$ cat src/hw/rtl/whc_pkg.sv
`timescale 1ns / 1ps
// ----------------------------------------------------------------------------
// whc_pkg: shared definitions for the wrapping counter history
// Widths, operation and direction codes, reset values, the controller state
// type and the control word that drives the row of history cells.
// ----------------------------------------------------------------------------
package whc_pkg;

    localparam int DEPTH_DEF = 16;
    localparam int VAL_W     = 32;
    localparam int DIR_W     = 2;
    localparam int OP_W      = 2;
    localparam int SPAN_W    = 6;
    localparam int CFG_IDX_W = 1;

    localparam logic [OP_W-1:0] OP_INS_ABS = 2'd0;
    localparam logic [OP_W-1:0] OP_INS_REL = 2'd1;
    localparam logic [OP_W-1:0] OP_QUERY   = 2'd2;

    localparam logic [DIR_W-1:0] DIR_FORWARD  = 2'd0;
    localparam logic [DIR_W-1:0] DIR_BACKWARD = 2'd1;
    localparam logic [DIR_W-1:0] DIR_NONE     = 2'd2;

    localparam logic [SPAN_W-1:0] MIN_SPAN = 6'd2;

    localparam logic [CFG_IDX_W-1:0] CFG_WRAP_MAX = 1'd0;
    localparam logic [CFG_IDX_W-1:0] CFG_WRAP_MIN = 1'd1;

    localparam logic [VAL_W-1:0] WRAP_MAX_RST = 32'd65535;
    localparam logic [VAL_W-1:0] WRAP_MIN_RST = 32'd0;

    typedef enum logic [2:0] {
        S_IDLE,
        S_EXEC,
        S_WRAP,
        S_WALK,
        S_QOUT
    } state_t;

    // Control word shared by all cells of the history row.
    typedef struct packed {
        logic shift;    // take the newer neighbor, the newest cell loads a new reading
        logic rotate;   // take the older neighbor, the oldest cell takes the newest
    } cell_ctrl_t;

endpackage

$ cat src/hw/rtl/whc_if.sv
`timescale 1ns / 1ps
// ----------------------------------------------------------------------------
// whc_if: valid/ready channels of the wrapping counter history
// One interface for request words and one for response words.
// ----------------------------------------------------------------------------
interface whc_req_if;
    logic                          valid;
    logic                          ready;
    logic [whc_pkg::OP_W-1:0]      opcode;
    logic [whc_pkg::DIR_W-1:0]     direction;
    logic signed [whc_pkg::VAL_W-1:0] sample;
    logic [whc_pkg::SPAN_W-1:0]    span;

    modport source (output valid, opcode, direction, sample, span, input ready);
    modport sink   (input valid, opcode, direction, sample, span, output ready);
endinterface

interface whc_rsp_if;
    logic                          valid;
    logic                          ready;
    logic signed [whc_pkg::VAL_W-1:0] current_value;
    logic signed [whc_pkg::VAL_W-1:0] rel_change;
    logic                          status;

    modport source (output valid, current_value, rel_change, status, input ready);
    modport sink   (input valid, current_value, rel_change, status, output ready);
endinterface

$ cat src/hw/rtl/whc_cell.sv
`timescale 1ns / 1ps
// ----------------------------------------------------------------------------
// whc_cell: one entry of the reading history
// Holds a value and a direction; loads from the newer neighbor on a shift and
// from the older neighbor on a rotate.
// ----------------------------------------------------------------------------
module whc_cell (
    input  logic                         clk,
    input  logic                         rst_n,
    input  whc_pkg::cell_ctrl_t          ctrl,
    input  logic [whc_pkg::VAL_W-1:0]    shift_val,
    input  logic [whc_pkg::DIR_W-1:0]    shift_dir,
    input  logic [whc_pkg::VAL_W-1:0]    rot_val,
    input  logic [whc_pkg::DIR_W-1:0]    rot_dir,
    output logic [whc_pkg::VAL_W-1:0]    val,
    output logic [whc_pkg::DIR_W-1:0]    dir
);

    logic [whc_pkg::VAL_W-1:0] val_reg;
    logic [whc_pkg::DIR_W-1:0] dir_reg;

    always_ff @(posedge clk or negedge rst_n)
    begin
        if (!rst_n)
        begin
            val_reg <= '0;
            dir_reg <= whc_pkg::DIR_NONE;
        end
        else if (ctrl.shift)
        begin
            val_reg <= shift_val;
            dir_reg <= shift_dir;
        end
        else if (ctrl.rotate)
        begin
            val_reg <= rot_val;
            dir_reg <= rot_dir;
        end
    end

    assign val = val_reg;
    assign dir = dir_reg;

endmodule

$ cat src/hw/rtl/whc_walk.sv
`timescale 1ns / 1ps
// ----------------------------------------------------------------------------
// whc_walk: neighbor difference and running sum
// Forms the wrap-aware difference of the pair at the newest end of the row,
// registers it, and adds it into the accumulator in the following cycle.
// ----------------------------------------------------------------------------
module whc_walk (
    input  logic                         clk,
    input  logic                         rst_n,
    input  logic                         clear,
    input  logic                         en,
    input  logic [whc_pkg::VAL_W-1:0]    older_val,
    input  logic [whc_pkg::VAL_W-1:0]    newer_val,
    input  logic [whc_pkg::DIR_W-1:0]    newer_dir,
    input  logic [whc_pkg::VAL_W-1:0]    range,
    output logic [whc_pkg::VAL_W-1:0]    acc
);

    logic [whc_pkg::VAL_W-1:0] base;
    logic [whc_pkg::VAL_W-1:0] diff_next;
    logic [whc_pkg::VAL_W-1:0] diff_reg;
    logic                      diff_vld_reg;
    logic [whc_pkg::VAL_W-1:0] acc_reg;

    // Crossing the wrap point adds or removes one full range (max - min).
    always_comb
    begin
        base = newer_val - older_val;
        case (newer_dir)
            whc_pkg::DIR_FORWARD:
                diff_next = ($signed(newer_val) >= $signed(older_val)) ? base : base + range;
            whc_pkg::DIR_BACKWARD:
                diff_next = ($signed(newer_val) <= $signed(older_val)) ? base : base - range;
            default:
                diff_next = '0;
        endcase
    end

    always_ff @(posedge clk or negedge rst_n)
    begin
        if (!rst_n)
        begin
            diff_vld_reg <= 1'b0;
            acc_reg      <= '0;
        end
        else if (clear)
        begin
            diff_vld_reg <= 1'b0;
            acc_reg      <= '0;
        end
        else
        begin
            diff_vld_reg <= en;
            if (diff_vld_reg)
            begin
                acc_reg <= acc_reg + diff_reg;
            end
        end
    end

    always_ff @(posedge clk)
    begin
        diff_reg <= diff_next;
    end

    assign acc = acc_reg;

endmodule

$ cat src/hw/rtl/wrapping_counter_history.sv
`timescale 1ns / 1ps
// ----------------------------------------------------------------------------
// wrapping_counter_history: history of counter readings with wrap-aware sums
// Keeps the last DEPTH readings (value and direction) in a row of cells,
// inserts absolute or relative readings and sums the wrap-aware changes over
// the newest span readings on request.
// ----------------------------------------------------------------------------
//
//  Channel   Dir   Handshake          Word contents
//  --------  ----  -----------------  -----------------------------------------
//  req       in    valid / ready      opcode, direction, sample, span
//  rsp       out   valid / ready      current_value, rel_change, status
//  cfg       in    cfg_we (no ready)  cfg_index, cfg_data (wrap_max, wrap_min)
//
//  An absolute insert, an unused opcode and a query with a bad span load their
//  response from the EXEC state, a relative insert passes through WRAP first,
//  and a query through WALK and then QOUT. The walk rotates the history row
//  one place per cycle through the single difference unit, a full turn so
//  that the row ends in its original order.
//  Reset clears the history to zero values with direction none and loads the
//  wrap registers with their default values; no clearing pass is needed.
//  The response register parts the two sides: a new request word is taken
//  while a finished response waits; work stalls only when it must deliver a
//  response and the previous one has not yet been taken.
//
module wrapping_counter_history #(
    parameter int DEPTH = whc_pkg::DEPTH_DEF
) (
    input  logic                              clk,
    input  logic                              rst_n,
    whc_req_if.sink                           req,
    whc_rsp_if.source                         rsp,
    input  logic                              cfg_we,
    input  logic [whc_pkg::CFG_IDX_W-1:0]     cfg_index,
    input  logic [whc_pkg::VAL_W-1:0]         cfg_data
);

    localparam int CW = (DEPTH > 2) ? $clog2(DEPTH) : 1;
    localparam int SW = whc_pkg::SPAN_W + 1;
    localparam logic [CW-1:0] LAST_STEP = CW'(DEPTH - 1);
    localparam logic [SW-1:0] DEPTH_SPAN = SW'(DEPTH);

    // Configuration registers.
    logic [whc_pkg::VAL_W-1:0] wrap_max_reg;
    logic [whc_pkg::VAL_W-1:0] wrap_min_reg;
    logic [whc_pkg::VAL_W-1:0] range;

    always_ff @(posedge clk or negedge rst_n)
    begin
        if (!rst_n)
        begin
            wrap_max_reg <= whc_pkg::WRAP_MAX_RST;
            wrap_min_reg <= whc_pkg::WRAP_MIN_RST;
        end
        else if (cfg_we)
        begin
            case (cfg_index)
                whc_pkg::CFG_WRAP_MAX: wrap_max_reg <= cfg_data;
                whc_pkg::CFG_WRAP_MIN: wrap_min_reg <= cfg_data;
                default:               ;
            endcase
        end
    end

    // Both wrap corrections reduce to adding or removing (max - min).
    assign range = wrap_max_reg - wrap_min_reg;

    // Controller state and the latched request word.
    whc_pkg::state_t               state_reg, state_next;
    logic [whc_pkg::OP_W-1:0]      op_reg;
    logic [whc_pkg::DIR_W-1:0]     dir_reg;
    logic [whc_pkg::VAL_W-1:0]     sample_reg;
    logic [whc_pkg::SPAN_W-1:0]    span_reg;
    logic [whc_pkg::VAL_W-1:0]     sum_reg;
    logic [CW-1:0]                 step_reg;

    // Response register.
    logic                          rsp_valid_reg;
    logic [whc_pkg::VAL_W-1:0]     cur_reg, cur_next;
    logic [whc_pkg::VAL_W-1:0]     rel_reg, rel_next;
    logic                          status_reg, status_next;

    // History row.
    logic [whc_pkg::VAL_W-1:0]     cell_val [DEPTH];
    logic [whc_pkg::DIR_W-1:0]     cell_dir [DEPTH];
    whc_pkg::cell_ctrl_t           ctrl;
    logic [whc_pkg::VAL_W-1:0]     new_val;
    logic [whc_pkg::VAL_W-1:0]     newest;
    logic [whc_pkg::VAL_W-1:0]     wrapped;
    logic [whc_pkg::VAL_W-1:0]     acc;

    logic slot_free;
    logic emit;
    logic span_bad;
    logic walk_clear;
    logic walk_en;

    assign newest    = cell_val[DEPTH-1];
    assign slot_free = !rsp_valid_reg || rsp.ready;
    assign span_bad  = (span_reg < whc_pkg::MIN_SPAN) || ({1'b0, span_reg} > DEPTH_SPAN);

    // Single wrap of a relative insert: above max drops one range, below min
    // adds one range.
    always_comb
    begin
        if ($signed(sum_reg) > $signed(wrap_max_reg))
        begin
            wrapped = sum_reg - range;
        end
        else if ($signed(sum_reg) < $signed(wrap_min_reg))
        begin
            wrapped = sum_reg + range;
        end
        else
        begin
            wrapped = sum_reg;
        end
    end

    always_comb
    begin
        state_next  = state_reg;
        ctrl        = '0;
        emit        = 1'b0;
        cur_next    = newest;
        rel_next    = '0;
        status_next = 1'b0;
        new_val     = sample_reg;
        walk_clear  = 1'b0;
        walk_en     = 1'b0;
        req.ready   = 1'b0;
        case (state_reg)
            whc_pkg::S_IDLE:
            begin
                req.ready = 1'b1;
                if (req.valid)
                begin
                    state_next = whc_pkg::S_EXEC;
                end
            end
            whc_pkg::S_EXEC:
            begin
                case (op_reg)
                    whc_pkg::OP_INS_ABS:
                    begin
                        if (slot_free)
                        begin
                            ctrl.shift = 1'b1;
                            emit       = 1'b1;
                            cur_next   = sample_reg;
                            state_next = whc_pkg::S_IDLE;
                        end
                    end
                    whc_pkg::OP_INS_REL:
                    begin
                        state_next = whc_pkg::S_WRAP;
                    end
                    whc_pkg::OP_QUERY:
                    begin
                        if (span_bad)
                        begin
                            if (slot_free)
                            begin
                                emit        = 1'b1;
                                status_next = 1'b1;
                                state_next  = whc_pkg::S_IDLE;
                            end
                        end
                        else
                        begin
                            walk_clear = 1'b1;
                            state_next = whc_pkg::S_WALK;
                        end
                    end
                    default:
                    begin
                        if (slot_free)
                        begin
                            emit       = 1'b1;
                            state_next = whc_pkg::S_IDLE;
                        end
                    end
                endcase
            end
            whc_pkg::S_WRAP:
            begin
                new_val = wrapped;
                if (slot_free)
                begin
                    ctrl.shift = 1'b1;
                    emit       = 1'b1;
                    cur_next   = wrapped;
                    state_next = whc_pkg::S_IDLE;
                end
            end
            whc_pkg::S_WALK:
            begin
                // Step k looks at the pair k places back from the newest end.
                ctrl.rotate = 1'b1;
                walk_en     = ({1'b0, SW'(step_reg)} + 1'b1) < {1'b0, SW'(span_reg)};
                if (step_reg == LAST_STEP)
                begin
                    state_next = whc_pkg::S_QOUT;
                end
            end
            whc_pkg::S_QOUT:
            begin
                if (slot_free)
                begin
                    emit       = 1'b1;
                    rel_next   = acc;
                    state_next = whc_pkg::S_IDLE;
                end
            end
            default:
            begin
                state_next = whc_pkg::S_IDLE;
            end
        endcase
    end

    always_ff @(posedge clk or negedge rst_n)
    begin
        if (!rst_n)
        begin
            state_reg     <= whc_pkg::S_IDLE;
            rsp_valid_reg <= 1'b0;
            step_reg      <= '0;
        end
        else
        begin
            state_reg <= state_next;
            if (emit)
            begin
                rsp_valid_reg <= 1'b1;
            end
            else if (rsp.ready)
            begin
                rsp_valid_reg <= 1'b0;
            end
            if (state_reg == whc_pkg::S_WALK)
            begin
                step_reg <= step_reg + 1'b1;
            end
            else
            begin
                step_reg <= '0;
            end
        end
    end

    always_ff @(posedge clk)
    begin
        if (req.valid && req.ready)
        begin
            op_reg     <= req.opcode;
            dir_reg    <= req.direction;
            sample_reg <= req.sample;
            span_reg   <= req.span;
        end
        if (state_reg == whc_pkg::S_EXEC)
        begin
            sum_reg <= newest + sample_reg;
        end
        if (emit)
        begin
            cur_reg    <= cur_next;
            rel_reg    <= rel_next;
            status_reg <= status_next;
        end
    end

    assign rsp.valid         = rsp_valid_reg;
    assign rsp.current_value = cur_reg;
    assign rsp.rel_change    = rel_reg;
    assign rsp.status        = status_reg;

    // Row of cells: shifts move toward the oldest end, rotations toward the
    // newest end with the newest entry wrapping around to the oldest place.
    for (genvar i = 0; i < DEPTH; i++)
    begin : g_cell
        logic [whc_pkg::VAL_W-1:0] sh_val;
        logic [whc_pkg::DIR_W-1:0] sh_dir;
        logic [whc_pkg::VAL_W-1:0] ro_val;
        logic [whc_pkg::DIR_W-1:0] ro_dir;

        if (i == DEPTH - 1)
        begin : g_newest
            assign sh_val = new_val;
            assign sh_dir = dir_reg;
        end
        else
        begin : g_inner
            assign sh_val = cell_val[i+1];
            assign sh_dir = cell_dir[i+1];
        end

        if (i == 0)
        begin : g_oldest
            assign ro_val = cell_val[DEPTH-1];
            assign ro_dir = cell_dir[DEPTH-1];
        end
        else
        begin : g_rest
            assign ro_val = cell_val[i-1];
            assign ro_dir = cell_dir[i-1];
        end

        whc_cell u_cell (
            .clk       (clk),
            .rst_n     (rst_n),
            .ctrl      (ctrl),
            .shift_val (sh_val),
            .shift_dir (sh_dir),
            .rot_val   (ro_val),
            .rot_dir   (ro_dir),
            .val       (cell_val[i]),
            .dir       (cell_dir[i])
        );
    end

    whc_walk u_walk (
        .clk       (clk),
        .rst_n     (rst_n),
        .clear     (walk_clear),
        .en        (walk_en),
        .older_val (cell_val[DEPTH-2]),
        .newer_val (cell_val[DEPTH-1]),
        .newer_dir (cell_dir[DEPTH-1]),
        .range     (range),
        .acc       (acc)
    );

    // A shift and a rotation of the row never coincide.
    a_ctrl_excl: assert property (@(posedge clk) disable iff (!rst_n)
        !(ctrl.shift && ctrl.rotate))
        else $error("history row shifted and rotated in the same cycle");

    // A query result is reported only after a full turn of the row.
    a_full_turn: assert property (@(posedge clk) disable iff (!rst_n)
        (state_reg == whc_pkg::S_QOUT && $past(state_reg) == whc_pkg::S_WALK)
        |-> $past(step_reg) == LAST_STEP)
        else $error("query walk ended before a full rotation");

    // An error status comes only from a query with a bad span.
    a_status_src: assert property (@(posedge clk) disable iff (!rst_n)
        (emit && status_next) |-> (op_reg == whc_pkg::OP_QUERY && span_bad))
        else $error("error status raised outside a bad-span query");

    // The response register only fills when the controller delivers a word.
    a_rsp_fill: assert property (@(posedge clk) disable iff (!rst_n)
        $rose(rsp_valid_reg) |-> $past(emit))
        else $error("response word appeared without a delivery");

endmodule
$ cat src/flat_wrapper.sv
// flat-port wrapper written by rule: the top's interface ports become plain ports
module wrapping_counter_history_flat 
#(
    parameter int DEPTH = whc_pkg::DEPTH_DEF
)
  (clk, rst_n, cfg_we, cfg_index, cfg_data, req_valid, req_opcode, req_direction, req_sample, req_span, req_ready, rsp_valid, rsp_current_value, rsp_rel_change, rsp_status, rsp_ready);
  whc_req_if req_i ();
  whc_rsp_if rsp_i ();
  input  logic clk;
  input  logic rst_n;
  input  logic cfg_we;
  input  logic [whc_pkg::CFG_IDX_W-1:0] cfg_index;
  input  logic [whc_pkg::VAL_W-1:0] cfg_data;
  input wire logic [$bits(req_i.valid)-1:0] req_valid;
  input wire logic [$bits(req_i.opcode)-1:0] req_opcode;
  input wire logic [$bits(req_i.direction)-1:0] req_direction;
  input wire logic [$bits(req_i.sample)-1:0] req_sample;
  input wire logic [$bits(req_i.span)-1:0] req_span;
  output wire logic [$bits(req_i.ready)-1:0] req_ready;
  output wire logic [$bits(rsp_i.valid)-1:0] rsp_valid;
  output wire logic [$bits(rsp_i.current_value)-1:0] rsp_current_value;
  output wire logic [$bits(rsp_i.rel_change)-1:0] rsp_rel_change;
  output wire logic [$bits(rsp_i.status)-1:0] rsp_status;
  input wire logic [$bits(rsp_i.ready)-1:0] rsp_ready;
  assign req_i.valid = req_valid;
  assign req_i.opcode = req_opcode;
  assign req_i.direction = req_direction;
  assign req_i.sample = req_sample;
  assign req_i.span = req_span;
  assign req_ready = req_i.ready;
  assign rsp_valid = rsp_i.valid;
  assign rsp_current_value = rsp_i.current_value;
  assign rsp_rel_change = rsp_i.rel_change;
  assign rsp_status = rsp_i.status;
  assign rsp_i.ready = rsp_ready;
  wrapping_counter_history #(.DEPTH(DEPTH)) u_core (.clk(clk), .rst_n(rst_n), .req(req_i), .rsp(rsp_i), .cfg_we(cfg_we), .cfg_index(cfg_index), .cfg_data(cfg_data));
endmodule
$ cat config.mk
export PLATFORM = sky130hd
export DESIGN_NAME = wrapping_counter_history_flat
export DESIGN_NICKNAME = d
export VERILOG_FILES = /design/src/hw/rtl/whc_pkg.sv /design/src/hw/rtl/whc_if.sv /design/src/hw/rtl/whc_cell.sv /design/src/hw/rtl/whc_walk.sv /design/src/hw/rtl/wrapping_counter_history.sv /design/src/flat_wrapper.sv
export SDC_FILE = /design/constraint.sdc
export NUM_CORES = 2
export LEC_CHECK = 0
export BUFFER_PORTS_ARGS = -buffer_cell sky130_fd_sc_hd__buf_2
export CORE_ASPECT_RATIO = 1.25
export CORE_MARGIN = 2
export CORE_UTILIZATION = 50
export DETAILED_ROUTE_END_ITERATION = 16
export GPL_ROUTABILITY_DRIVEN = 0
export GPL_TIMING_DRIVEN = 0
export PLACE_DENSITY = 0.66
export RECOVER_POWER = 25
export SYNTH_ARGS = -nofsm -noshare
export SYNTH_HDL_FRONTEND = slang
export SYNTH_SLANG_ARGS = --single-unit
$ cat constraint.sdc
create_clock -name clk -period 6.1 [get_ports clk]
set_input_delay 1.22 -clock clk [delete_from_list [all_inputs] [get_ports clk]]
set_output_delay 1.22 -clock clk [all_outputs]
set_load 0.03 [all_outputs]
==> out/metrics.cfg <==
[floorplanning]
die_area_sq_um = 101000
num_rows = 128
io_pins = 147
initial_core_util_pct = 50.49
dieHeight_microns = 354.9
core_area_sq_um = 97530
fp.dieW_microns = 284.7

[synthesis]
yosys.area_share.adder_pct = 8.608
synthArstFlopShare_pct = 79.15
synth_edf_count = 139
synthSimpleGateAreaFrac_pct = 19.32
synth_area_sq_um = 49250
syn-num-nets = 6240
synth_mux_area_share_pct = 1.634
synth_top_area_share_pct = 31.35
synth_common_cells = 1225 x nand2_1, 739 x nor2_1, 617 x dfrtp_1
ys_seq_area_share_pct = 42.83
yosys.area.top_type = dfrtp_1
synth_area_leaders = dfrtp_1 31%, nand2_1 9.3%, edfxtp_1 8.5%
synth_compound_area_share_pct = 20.12
yosysWarnings = 0
ys_types = 92
syn_avg_cell_area_sq_um = 8.453
syn_inst = 5826
synth_xor_area_share_pct = 3.059
synth_top_family_by_area = compound AO/OA/AOI/OAI gates
synth_seq_cells = 820
ys.flop_type = dfrtp_1
synth_most_common_cell = nand2_1

[timing]
finalCritPeriodShare_pct = 99.16
max_freq_mhz = 165.3
setup_violations = 0
fin_crit_ps = 6049
report.final.slew_viol_count = 167
clock_skew_ps = 47.36
worst_slew_pin_slew_ps = 2715
setup_ws_ps = 51.32
relSlewSlack_pct = -81.01
hold_viol = 0

[cells_and_area]
syn2layout_area_growth_pct = 12.58
multi_input_area_sq_um = 26540
final_nets = 6491
fillCellCount = 8766
drive_above_1_share_pct = 8.080
register_area_sq_um = 21100
largest_reg_flops = 512

[global_routing]
grt_pass1_vias = 43568
grtUsageTotal_pct = 33.14
grt.met2_usage_pct = 54.30
met3_usage_pct = 5.917
grt_overflow = 0
antenna_found_initial = 6
busiest_layer = met2
grt_start_max_net_pins = 124
grtUsageMet1_pct = 38.52
grt_pass1_wl_microns = 257500

[clock_tree]
clkTransAtPathRegs_ps = 70
cts_root_buffer = clkbuf_16
ctsLongestPathBuffers = 3
numCtsBuffers = 88
cts_tree = built
cts_max_level = 3
insertion_delay_ps = 700
cts.sinks = 820

[setup_path]
cp_slowest_stage_delay_ps = 1100
crit_arrival_ps = 6570
path_cells = ha_1 > nand3_1 > nor4_1 > o21ai_0 > a21oi_1 > nor3_1 > nor3_2 > or2_1 > clkbuf_1 > o221ai_1 > a22oi_1 > nor2_1 > a211oi_1 > a31oi_1
ff2ff_path_depth = 14
path_class = reg -> reg
reg2reg_slack_ps = 50
critPathRequiredTime_ps = 6620
r2r-end = u_core.g_cell[15].u_cell.val[3]
cp_max_fo = 10
r2r_start = u_core.sum_reg[22]
start_kind = register
crit_slowest_cell = a211oi_1
crit_path_end_kind = register

[drt]
wl_microns = 169900
antenna_left = 0
viasPerCell = 5.980
drcViolationCount = 0
drt_pass1_iterations = 7
drtIter0Drc = 4158
wl_per_cell_microns = 22.80
num_vias = 44561

[min_path]
hold_path.class = reg -> reg
worstHoldStart = u_core.g_cell[7].u_cell.dir[1]
min_to = u_core.g_cell[8].u_cell.dir[1]
hold_path_depth = 2

[placed_design]
io_buffer_count = 146
post-place-ws_ps = -1033
dp.final_hpwl_microns = 131200

[status]
violations = max-capacitance violations, max-slew violations
status = finished with violations

[flow_run]
drv_cap = 3

-- metrics by stage --
stage,util (%),cell area [sq um],instances,TNS (ps),hold WS (ps)
after global routing,56.84,55440,7451,-24.38,511.6
final,56.85,55440,7452,0,488.0
after global placement,52.91,51610,7272,-6287820,482.0
after floorplan,-,49250,5826,0,455.0
after detailed placement,53.18,51860,7281,-9546,478.5
after CTS,56.44,55050,7446,-21.13,491.7
-- placed cells by master, fill, tap and decap left out, types with 104 or more instances in the layout --
cell | synthesis | routed
nor2_1 | 739 | 736
nand2_1 | 1225 | 1224
edfxtp_1 | 139 | 139
o21ai_0 | 201 | 190
inv_1 | 232 | 231
a31oi_1 | 544 | 544
clkbuf_1 | 312 | 334
dfrtp_1 | 617 | 612
buf_2 | 6 | 141
a21oi_1 | 269 | 262
ha_1 | 326 | 323
xnor2_1 | 118 | 104
-- routing by layer --
metal,share of wire [%],vias up
li1,-,20971
met1,38,21188
met2,46,1785
met3,6.7,613
met4,9.4,4
met5,0.040,-
-- worst max-delay path: cells and delay by family (launching register included) --
kind	cells	cell delay, ps
compound gates	6	2250
flops	1	550
fa+ha+maj	1	380
simple gates	6	2140
buf+inv	1	540
-- cells by family (layout without fill, tap and decap cells) --
family,count (synthesis),in the layout
xor+xnor,172,172
buf+inv,578,903
other cells,0,1
mux,76,76
simple gates,2320,2320
compound gates,1526,1526
flops,820,820
fa+ha+maj,334,334
-- worst max-delay path by stage --
stage | start | end | slack [ps]
global route | u_core.g_cell[14].u_cell.val[0] | u_core.u_walk.diff_reg[31] | -20
floorplan | u_core.wrap_max_reg[0] | u_core.u_walk.diff_reg[31] | 770
CTS | u_core.wrap_max_reg[0] | u_core.rsp.current_value[29] | -20
finish | u_core.sum_reg[22] | u_core.g_cell[15].u_cell.val[3] | 50
global placement | rst_n | u_core.g_cell[9].u_cell.val[18] | -9980
detailed placement | u_core.wrap_max_reg[0] | u_core.rsp.current_value[29] | -1030
-- layout make-up --
type / count / share of cell area [%]
buffer: 341 / 2.324
timing repair buffer: 166 / 1.830
clock inverter: 49 / 0.9433
tap: 1300 / 2.934
antenna: 1 / 0.004513
clock buffer: 115 / 4.466
sequential: 820 / 38.06
inverter: 232 / 1.571
multi-input combinational: 4428 / 47.87
-- what timing repair did --
action	in CTS	in global routing
buffers inserted	2	9
cloned	0	0
hold buffers	0	0
setup endpoints to repair	29	36
pin swaps	1	10
gates resized for setup	36	75
Power is not shown: default switching activity piles up to over one toggle a cycle in this logic, so the estimate is an artifact.
